`config.mk`:
```
export PLATFORM = sky130hd
export DESIGN_NAME = rgba_pixel_blend
export DESIGN_NICKNAME = d
export VERILOG_FILES = /design/src/design/rpb_pkg.sv /design/src/design/rgba_pixel_blend.sv
export SDC_FILE = /design/constraint.sdc
export NUM_CORES = 2
export LEC_CHECK = 0
export BUFFER_PORTS_ARGS = -buffer_cell sky130_fd_sc_hd__buf_2
export CAP_MARGIN = 20
export CORE_ASPECT_RATIO = 1.25
export CORE_MARGIN = 4
export CORE_UTILIZATION = 60
export CTS_CLUSTER_SIZE = 25
export DETAILED_ROUTE_END_ITERATION = 7
export GPL_TIMING_DRIVEN = 0
export PLACE_DENSITY = 0.8
export SETUP_SLACK_MARGIN = 0.5
export SLEW_MARGIN = 20
export SYNTH_ARGS = -nofsm -noshare
export SYNTH_HDL_FRONTEND = slang
export SYNTH_SLANG_ARGS = --single-unit
```
`constraint.sdc`:
```
create_clock -name clk -period 72.3 [get_ports clk]
set_clock_uncertainty 0.15 [all_clocks]
set_input_delay 7.23 -clock clk [delete_from_list [all_inputs] [get_ports clk]]
set_output_delay 7.23 -clock clk [all_outputs]
set_load 0.02 [all_outputs]
```
`src/design/rpb_pkg.sv`:
```
// rpb_pkg: word types, blend mode codes and shared arithmetic helpers
// for the RGBA pixel blender. Depends on nothing; imported by rgba_pixel_blend.
package rpb_pkg;

	localparam int CH_W    = 8;
	localparam int MODE_W  = 2;
	localparam int PROD_W  = 2 * CH_W;           // 8x8 product
	localparam int DEN_W   = 2 * CH_W;           // over-mode divisor, at most 65025
	localparam int NUM_W   = 3 * CH_W;           // over-mode numerator, at most 255*65025
	localparam int Q_W     = CH_W;               // quotient bits, one divider stage each
	localparam int N_COLOR = 3;                  // red, green, blue

	localparam logic [CH_W-1:0] CH_MAX = '1;

	localparam logic [MODE_W-1:0] MODE_COPY = 2'd0;
	localparam logic [MODE_W-1:0] MODE_ADD  = 2'd1;
	localparam logic [MODE_W-1:0] MODE_OVER = 2'd2;

	typedef struct packed {
		logic [CH_W-1:0] dest_red;
		logic [CH_W-1:0] dest_green;
		logic [CH_W-1:0] dest_blue;
		logic [CH_W-1:0] dest_alpha;
		logic [CH_W-1:0] src_red;
		logic [CH_W-1:0] src_green;
		logic [CH_W-1:0] src_blue;
		logic [CH_W-1:0] src_alpha;
	} pix_word_t;

	typedef struct packed {
		logic [CH_W-1:0] out_red;
		logic [CH_W-1:0] out_green;
		logic [CH_W-1:0] out_blue;
		logic [CH_W-1:0] out_alpha;
	} blend_word_t;

	// Word carried through the divider stages.
	typedef struct packed {
		blend_word_t                          res;   // final word unless over colours apply
		logic                                 over;  // over mode with nonzero divisor
		logic [DEN_W-1:0]                     den;
		logic [N_COLOR-1:0][NUM_W-1:0]        rem;
		logic [N_COLOR-1:0][Q_W-1:0]          quo;
	} div_word_t;

	// floor(x/255) for x up to 65025: reciprocal trick, no divider.
	function automatic logic [CH_W-1:0] div255(input logic [PROD_W-1:0] x);
		logic [PROD_W:0] t;
		t = {1'b0, x} + (PROD_W+1)'(1) + (PROD_W+1)'(x >> CH_W);
		return t[PROD_W-1:CH_W];
	endfunction

	// Saturating 8-bit add.
	function automatic logic [CH_W-1:0] sat_add(input logic [CH_W-1:0] a,
		input logic [CH_W-1:0] b);
		logic [CH_W:0] s;
		s = {1'b0, a} + {1'b0, b};
		return s[CH_W] ? CH_MAX : s[CH_W-1:0];
	endfunction

endpackage

```
`src/design/rgba_pixel_blend.sv`:
```
// rgba_pixel_blend: pipelined RGBA8 blender (copy, alpha-weighted add, straight alpha over).
// Depends on rpb_pkg for word types, mode codes and the div255/sat_add helpers.
//
//  channel | valid       | stall       | word                 | direction
//  --------+-------------+-------------+----------------------+----------
//  pixel   | pix_valid   | pix_stall   | pix   (pix_word_t)   | in
//  blend   | blend_valid | blend_stall | blend (blend_word_t) | out
//  mode    | mode_we     | -           | mode_wdata           | in
//
// One word in and one word out per clock when unstalled; the stages are:
// s1 products, s2 numerator/divisor sums, then an 8-stage restoring divider,
// one quotient bit per stage for the three colour lanes in parallel.
// The whole pipe, bubbles included, holds while the last stage has a word and
// blend_stall is high; otherwise every stage advances, so no word is lost or repeated.
// arst_n clears the valid bits and the mode register (copy); payload is not reset.
module rgba_pixel_blend (
	input  logic                        clk,
	input  logic                        arst_n,
	input  logic                        mode_we,
	input  logic [rpb_pkg::MODE_W-1:0]  mode_wdata,
	input  logic                        pix_valid,
	output logic                        pix_stall,
	input  rpb_pkg::pix_word_t          pix,
	output logic                        blend_valid,
	input  logic                        blend_stall,
	output rpb_pkg::blend_word_t        blend
);
	import rpb_pkg::*;

	// ---------------- mode register ----------------
	logic [MODE_W-1:0] mode_q;

	always_ff @(posedge clk or negedge arst_n) begin
		if (!arst_n) begin
			mode_q <= MODE_COPY;
		end else if (mode_we) begin
			mode_q <= mode_wdata;
		end
	end

	// ---------------- pipeline advance ----------------
	// Single enable: the pipe moves unless a finished word is held at the output.
	logic en;
	assign en        = !(blend_valid && blend_stall);
	assign pix_stall = !en;

	// ---------------- stage 1: products ----------------
	logic [N_COLOR-1:0][CH_W-1:0] cs_in, cd_in;
	assign cs_in = {pix.src_blue, pix.src_green, pix.src_red};
	assign cd_in = {pix.dest_blue, pix.dest_green, pix.dest_red};

	logic                            v_s1;
	pix_word_t                       pix_s1;
	logic [MODE_W-1:0]               mode_s1;
	logic [N_COLOR-1:0][PROD_W-1:0]  csas_s1;   // cs*as
	logic [N_COLOR-1:0][PROD_W-1:0]  cdad_s1;   // cd*ad
	logic [PROD_W-1:0]               adinv_s1;  // ad*(255-as)
	logic [CH_W-1:0]                 inv_as_s1; // 255-as

	always_ff @(posedge clk or negedge arst_n) begin
		if (!arst_n) begin
			v_s1 <= 1'b0;
		end else if (en) begin
			v_s1 <= pix_valid;
		end
	end

	always_ff @(posedge clk) begin
		if (en) begin
			pix_s1    <= pix;
			mode_s1   <= mode_q;
			inv_as_s1 <= CH_MAX - pix.src_alpha;
			adinv_s1  <= PROD_W'(pix.dest_alpha) * PROD_W'(CH_MAX - pix.src_alpha);
			for (int c = 0; c < N_COLOR; c++) begin
				csas_s1[c] <= PROD_W'(cs_in[c]) * PROD_W'(pix.src_alpha);
				cdad_s1[c] <= PROD_W'(cd_in[c]) * PROD_W'(pix.dest_alpha);
			end
		end
	end

	// ---------------- stage 2: sums, non-over results ----------------
	logic [DEN_W-1:0]               den_c;
	logic [N_COLOR-1:0][NUM_W-1:0]  num_c;
	logic [N_COLOR-1:0][CH_W-1:0]   add_c;
	logic [N_COLOR-1:0][CH_W-1:0]   cd_s1;
	blend_word_t                    res_c;
	div_word_t                      dw_c;

	assign cd_s1 = {pix_s1.dest_blue, pix_s1.dest_green, pix_s1.dest_red};

	always_comb begin
		// as*255 + ad*(255-as)
		den_c = ({pix_s1.src_alpha, {CH_W{1'b0}}} - DEN_W'(pix_s1.src_alpha)) + adinv_s1;
		for (int c = 0; c < N_COLOR; c++) begin
			num_c[c] = ({csas_s1[c], {CH_W{1'b0}}} - NUM_W'(csas_s1[c]))
				+ NUM_W'(cdad_s1[c]) * NUM_W'(inv_as_s1);
			add_c[c] = sat_add(cd_s1[c], div255(csas_s1[c]));
		end

		case (mode_s1)
			MODE_ADD: begin
				res_c.out_red   = add_c[0];
				res_c.out_green = add_c[1];
				res_c.out_blue  = add_c[2];
				res_c.out_alpha = pix_s1.dest_alpha;
			end
			MODE_OVER: begin
				// colours come from the divider; zero when both alphas are zero
				res_c.out_red   = '0;
				res_c.out_green = '0;
				res_c.out_blue  = '0;
				res_c.out_alpha = div255(den_c);
			end
			default: begin
				res_c.out_red   = pix_s1.src_red;
				res_c.out_green = pix_s1.src_green;
				res_c.out_blue  = pix_s1.src_blue;
				res_c.out_alpha = pix_s1.src_alpha;
			end
		endcase

		dw_c.res  = res_c;
		dw_c.over = (mode_s1 == MODE_OVER) && (den_c != '0);
		dw_c.den  = den_c;
		dw_c.rem  = num_c;
		dw_c.quo  = '0;
	end

	logic      v_s2;
	div_word_t dw_s2;

	always_ff @(posedge clk or negedge arst_n) begin
		if (!arst_n) begin
			v_s2 <= 1'b0;
		end else if (en) begin
			v_s2 <= v_s1;
		end
	end

	always_ff @(posedge clk) begin
		if (en) begin
			dw_s2 <= dw_c;
		end
	end

	// ---------------- stages 3..10: restoring divider ----------------
	// Entry k resolves quotient bit Q_W-1-k. num < 256*den, so 8 bits suffice.
	logic      v_div_s3  [Q_W];
	div_word_t div_pipe_s3 [Q_W];

	for (genvar k = 0; k < Q_W; k++) begin : g_div
		div_word_t        d_in;
		div_word_t        d_nxt;
		logic             v_in;
		logic [NUM_W-1:0] dsh;

		if (k == 0) begin : g_first
			assign d_in = dw_s2;
			assign v_in = v_s2;
		end else begin : g_rest
			assign d_in = div_pipe_s3[k-1];
			assign v_in = v_div_s3[k-1];
		end

		assign dsh = NUM_W'(d_in.den) << (Q_W - 1 - k);

		always_comb begin
			d_nxt = d_in;
			for (int c = 0; c < N_COLOR; c++) begin
				if (d_in.rem[c] >= dsh) begin
					d_nxt.rem[c]             = d_in.rem[c] - dsh;
					d_nxt.quo[c][Q_W-1-k]    = 1'b1;
				end
			end
		end

		always_ff @(posedge clk or negedge arst_n) begin
			if (!arst_n) begin
				v_div_s3[k] <= 1'b0;
			end else if (en) begin
				v_div_s3[k] <= v_in;
			end
		end

		always_ff @(posedge clk) begin
			if (en) begin
				div_pipe_s3[k] <= d_nxt;
			end
		end
	end

	// ---------------- output ----------------
	div_word_t last;
	assign last        = div_pipe_s3[Q_W-1];
	assign blend_valid = v_div_s3[Q_W-1];

	always_comb begin
		blend = last.res;
		if (last.over) begin
			blend.out_red   = last.quo[0];
			blend.out_green = last.quo[1];
			blend.out_blue  = last.quo[2];
		end
	end

	// ---------------- assertions ----------------
	// Over with a nonzero divisor always leaves an alpha of at least 1.
	a_over_alpha: assert property (@(posedge clk) disable iff (!arst_n)
		blend_valid && last.over |-> blend.out_alpha != '0)
		else $error("over result with zero alpha");

	// Divider must end with every remainder below the divisor.
	a_div_rem: assert property (@(posedge clk) disable iff (!arst_n)
		blend_valid && last.over |->
			last.rem[0] < NUM_W'(last.den) && last.rem[1] < NUM_W'(last.den)
			&& last.rem[2] < NUM_W'(last.den))
		else $error("divider remainder not reduced");

	// A stage-one word only appears from an accepted input word.
	a_s1_src: assert property (@(posedge clk) disable iff (!arst_n)
		en && !pix_valid |=> !v_s1)
		else $error("stage one valid without accepted input");

	// A held output word keeps the stage-two valid bit and word frozen.
	a_hold: assert property (@(posedge clk) disable iff (!arst_n)
		blend_valid && blend_stall |=> $stable(v_s2) && $stable(dw_s2))
		else $error("pipeline moved during output stall");

endmodule

```
==> metrics.md <==
| Metric | Value |
|---|---|
| Final worst path period need | 16.43 ns |
| Synth area leaders | edfxtp_1, fa_1, ha_1 |
| Slew at the pin closest to its max-slew limit | 1.212 ns |
| CP startpoint kind | primary input |
| Mapped Cells | 8484 |
| Clock-pin slew on the worst setup and hold paths | 0.07 ns |
| Area of the core | 155700 sq um |
| Post-Syn Nets | 10064 |
| Average wire per standard cell | 22.76 um |
| Die footprint | 162800 sq um |
| Initial Utilization | 60.28% |
| CTS sink cnt | 1307 |
| Final setup vio count | 0 |
| Via density per instance | 5.822 |
| Async S/R FF share, synth | 0.9181% |
| Main synth FF type | edfxtp_1 |
| Pins Over Slew Limit | 0 |
| Rel. slew slack | a little under a fifth |
| Final HPWL DP | between 150000 and 200000 um |
| Hold_buf cts | 0 |
| Critical Path End Type | output port |
| DRC errors left | 0 |
| CTS tree | yes |
| First-pass GRT wire length | 377700 um |
| Clk_lat worst skew | 0.80 ns |
| GRT overflow | 0 |
| Clock root cell | clkbuf_16 |
| Hold Crit Class | reg -> reg |
| Synth unique cells | 94 |
| Chip width | about 360 um |
| RSZ-0062 raised after global routing | no |
| Chip height | around 450 um |
| CP max FO | 61 |
| Fill cells | ~12000 |
| GPL Wtd Cong | 1.042 |
| Routed via count | 63488 |
| I/O pin count | 105 |
| Fin. Hold Viols | 0 |
| Drt initial violations | ~4300 |
| Total track usage | between 30% and 40% |
| Worst setup path endpoint | pix_stall |
| Layout area overhead | 8.696% |
| Num rows | 162 |
| H-tree depth | 4 |
| Post-CTS Resized | 0 |
| Max Cap Viol | 0 |
| Number of flops mapped to enable cells by yosys | between 1000 and 1500 |
| Vias in the first global route | 65844 |
| Crit path launch | blend_stall |
| Final Cycle Share | 22.72% |
| TritonRoute pass-1 iters | 8 |
| Mean Syn Cell Area | about 11 sq um |
| Worst EP arrival | 9.05 ns |
| Synth top area share | 41.44% |
| Worst hold slack | around 0.26 ns |
| Multi-input logic area | 49750 sq um |
| Final wirelength | 248200 um |
| Final nets | roughly 10000 |
| Reg2reg setup slack | 64.53 ns |
| DRT antenna net count | 0 |
| Post-Syn Area | 93840 sq um |
| Number of post-CTS setup repair buffers | 0 |
| Register area | slightly below 40000 sq um |
| Worst Reg2Reg Path Length in Cells | 19 |
| Cell taking the most area after synthesis | edfxtp_1 |
| Initial antenna violation count | 10 |
| Fmax | 0.06087 GHz |
| Num CTS Buffers | approximately 130 |
| Outcome | complete, no violations |
| Reg2reg start | inv_as_s1[4]$_DFFE_PN_ |
| R2R Path End | dw_s2[70]$_DFFE_PN_ |
| Sequential area share after synthesis | a little over two fifths |
| Synthesized flop and latch total | 1307 |
| Hold Path Cell Cnt | 0 |
| Layout cells sized above 1 | under 10% |
| Largest net degree at the start of global routing | between 60 and 70 |
| Max clock buf depth | 3 |
| WP data required | 64.92 ns |
| Kind of critical path | in -> out |
| I/O Buffers | approximately 100 |
| TNS Setup | 0 ns |
| Synth warnings | 0 |
[cell families after synthesis]
family / count (synthesis) / synth area share (%)
xor gates and xnor gates: 512 / 4.778
DFF: 1307 / 41.76
AOI/OAI and AO/OA: 1485 / 9.929
muxes: 101 / 1.189
and+or+nand+nor: 2274 / 12.06
adders and majority gates: 1509 / 25.05
buffers and inverters: 1296 / 5.232
[how the worst min path moves through the flow]
stage	start	slack, ns	end
after global placement	div_pipe_s3[1][140]$_DFFE_PN_	0.25	div_pipe_s3[1][285]$_DFFE_PN_
after global routing	dw_s2[144]$_DFFE_PN_	0.26	div_pipe_s3[0][144]$_DFFE_PN_
after detailed placement	div_pipe_s3[0][126]$_DFFE_PN_	0.25	div_pipe_s3[0][271]$_DFFE_PN_
final	div_pipe_s3[0][410]$_DFFE_PN_	0.26	div_pipe_s3[0][555]$_DFFE_PN_
after CTS	dw_s2[144]$_DFFE_PN_	0.26	div_pipe_s3[0][144]$_DFFE_PN_
after floorplan	dw_s2[112]$_DFFE_PN_	0.25	div_pipe_s3[0][112]$_DFFE_PN_
[stage by stage]
stage               cell area [sq um]  cells  worst slack [ns]  utilization [%]
finish                         102000  10904             55.87            65.53
global placement                96930  10638             11.51            62.27
floorplan                       93840   8484             16.61                -
detailed placement              97540  10661             55.89            62.66
global route                   102000  10900             55.71            65.52
CTS                            102000  10900             55.84            65.52
[layout by cell type, fill, tap and decap left out, types with 42 or more instances in the layout]
cell type / Yosys / layout
xnor2_1: 317 / 317
fa_1: 617 / 617
clkbuf_16: 0 / 133
nor2b_1: 118 / 118
o31ai_1: 43 / 43
inv_1: 1107 / 1107
a21oi_1: 412 / 412
and2_1: 410 / 410
nand4_1: 43 / 43
ha_1: 892 / 892
edfxtp_1: 1295 / 1295
clkbuf_1: 160 / 174
nand2_1: 813 / 813
xor2_1: 195 / 195
o21ai_0: 425 / 424
nand2b_1: 83 / 83
buf_2: 12 / 116
o21a_1: 69 / 69
nor2_1: 355 / 355
a21o_1: 165 / 165
nor3_1: 109 / 109
nand3_1: 88 / 88
a211oi_1: 42 / 42
mux2_2: 84 / 84
o21bai_1: 47 / 47
[state kept, by name (all words and copies together) (netlist names)]
name	count
inv_as_s1	8
cd_s1	24
v_s1	1
g_div.v_in	8
csas_s1	48
div_pipe_s3	988
blend_valid	1
mode_s1	2
cdad_s1	48
pix_s1	40
adinv_s1	16
dw_s2	121
mode_q	2
[routing by layer]
metal / share of wire (%) / track usage (%) / vias up / routed length [um]
met3: 4.6 / 4.161 / 872 / 11450
li1: - / - / 29828 / -
met1: 32 / 30.33 / 30610 / 80600
met4: 12 / 29.16 / 4 / 29030
met5: 0.036 / 0 / - / 90
met2: 51 / 55.17 / 2174 / 127000
[Yosys cell counts (all sizes together) (44+ instances only)]
cell type  count
nand2        813
and2         410
nor2         356
nand2b        83
ha           892
nor3         109
fa           617
xnor2        317
xor2         195
o21bai        47
clkbuf       160
o21a          70
nor2b        118
nand4         44
o21ai        433
a21oi        413
nand3         89
edfxtp      1295
a21o         165
mux2          84
inv         1107
a211oi        44
[critical path: stages]
cell	delay (ns)
buf_2	0.09
nand2_1	0.11
clkbuf_4	0.63
buf_16	0.35
buf_16	0.31
inv_1	0.08
buf_2	0.17
[final cells by class]
| cell class | count | share of cell area, % |
|---|---|---|
| sequential | 1307 | 38.42 |
| antenna | 4 | 0.009813 |
| timing repair buffer | 127 | 1.109 |
| buffer | 187 | 0.7360 |
| clock buffer | 148 | 3.318 |
| inverter | 1109 | 4.081 |
| clock inverter | 91 | 1.045 |
| tap | 2050 | 2.515 |
| multi-input combinational | 5881 | 48.77 |
Power is left out: the tool's default activity adds up to more than one toggle a clock period on the data nets, which glitch-free logic cannot reach.
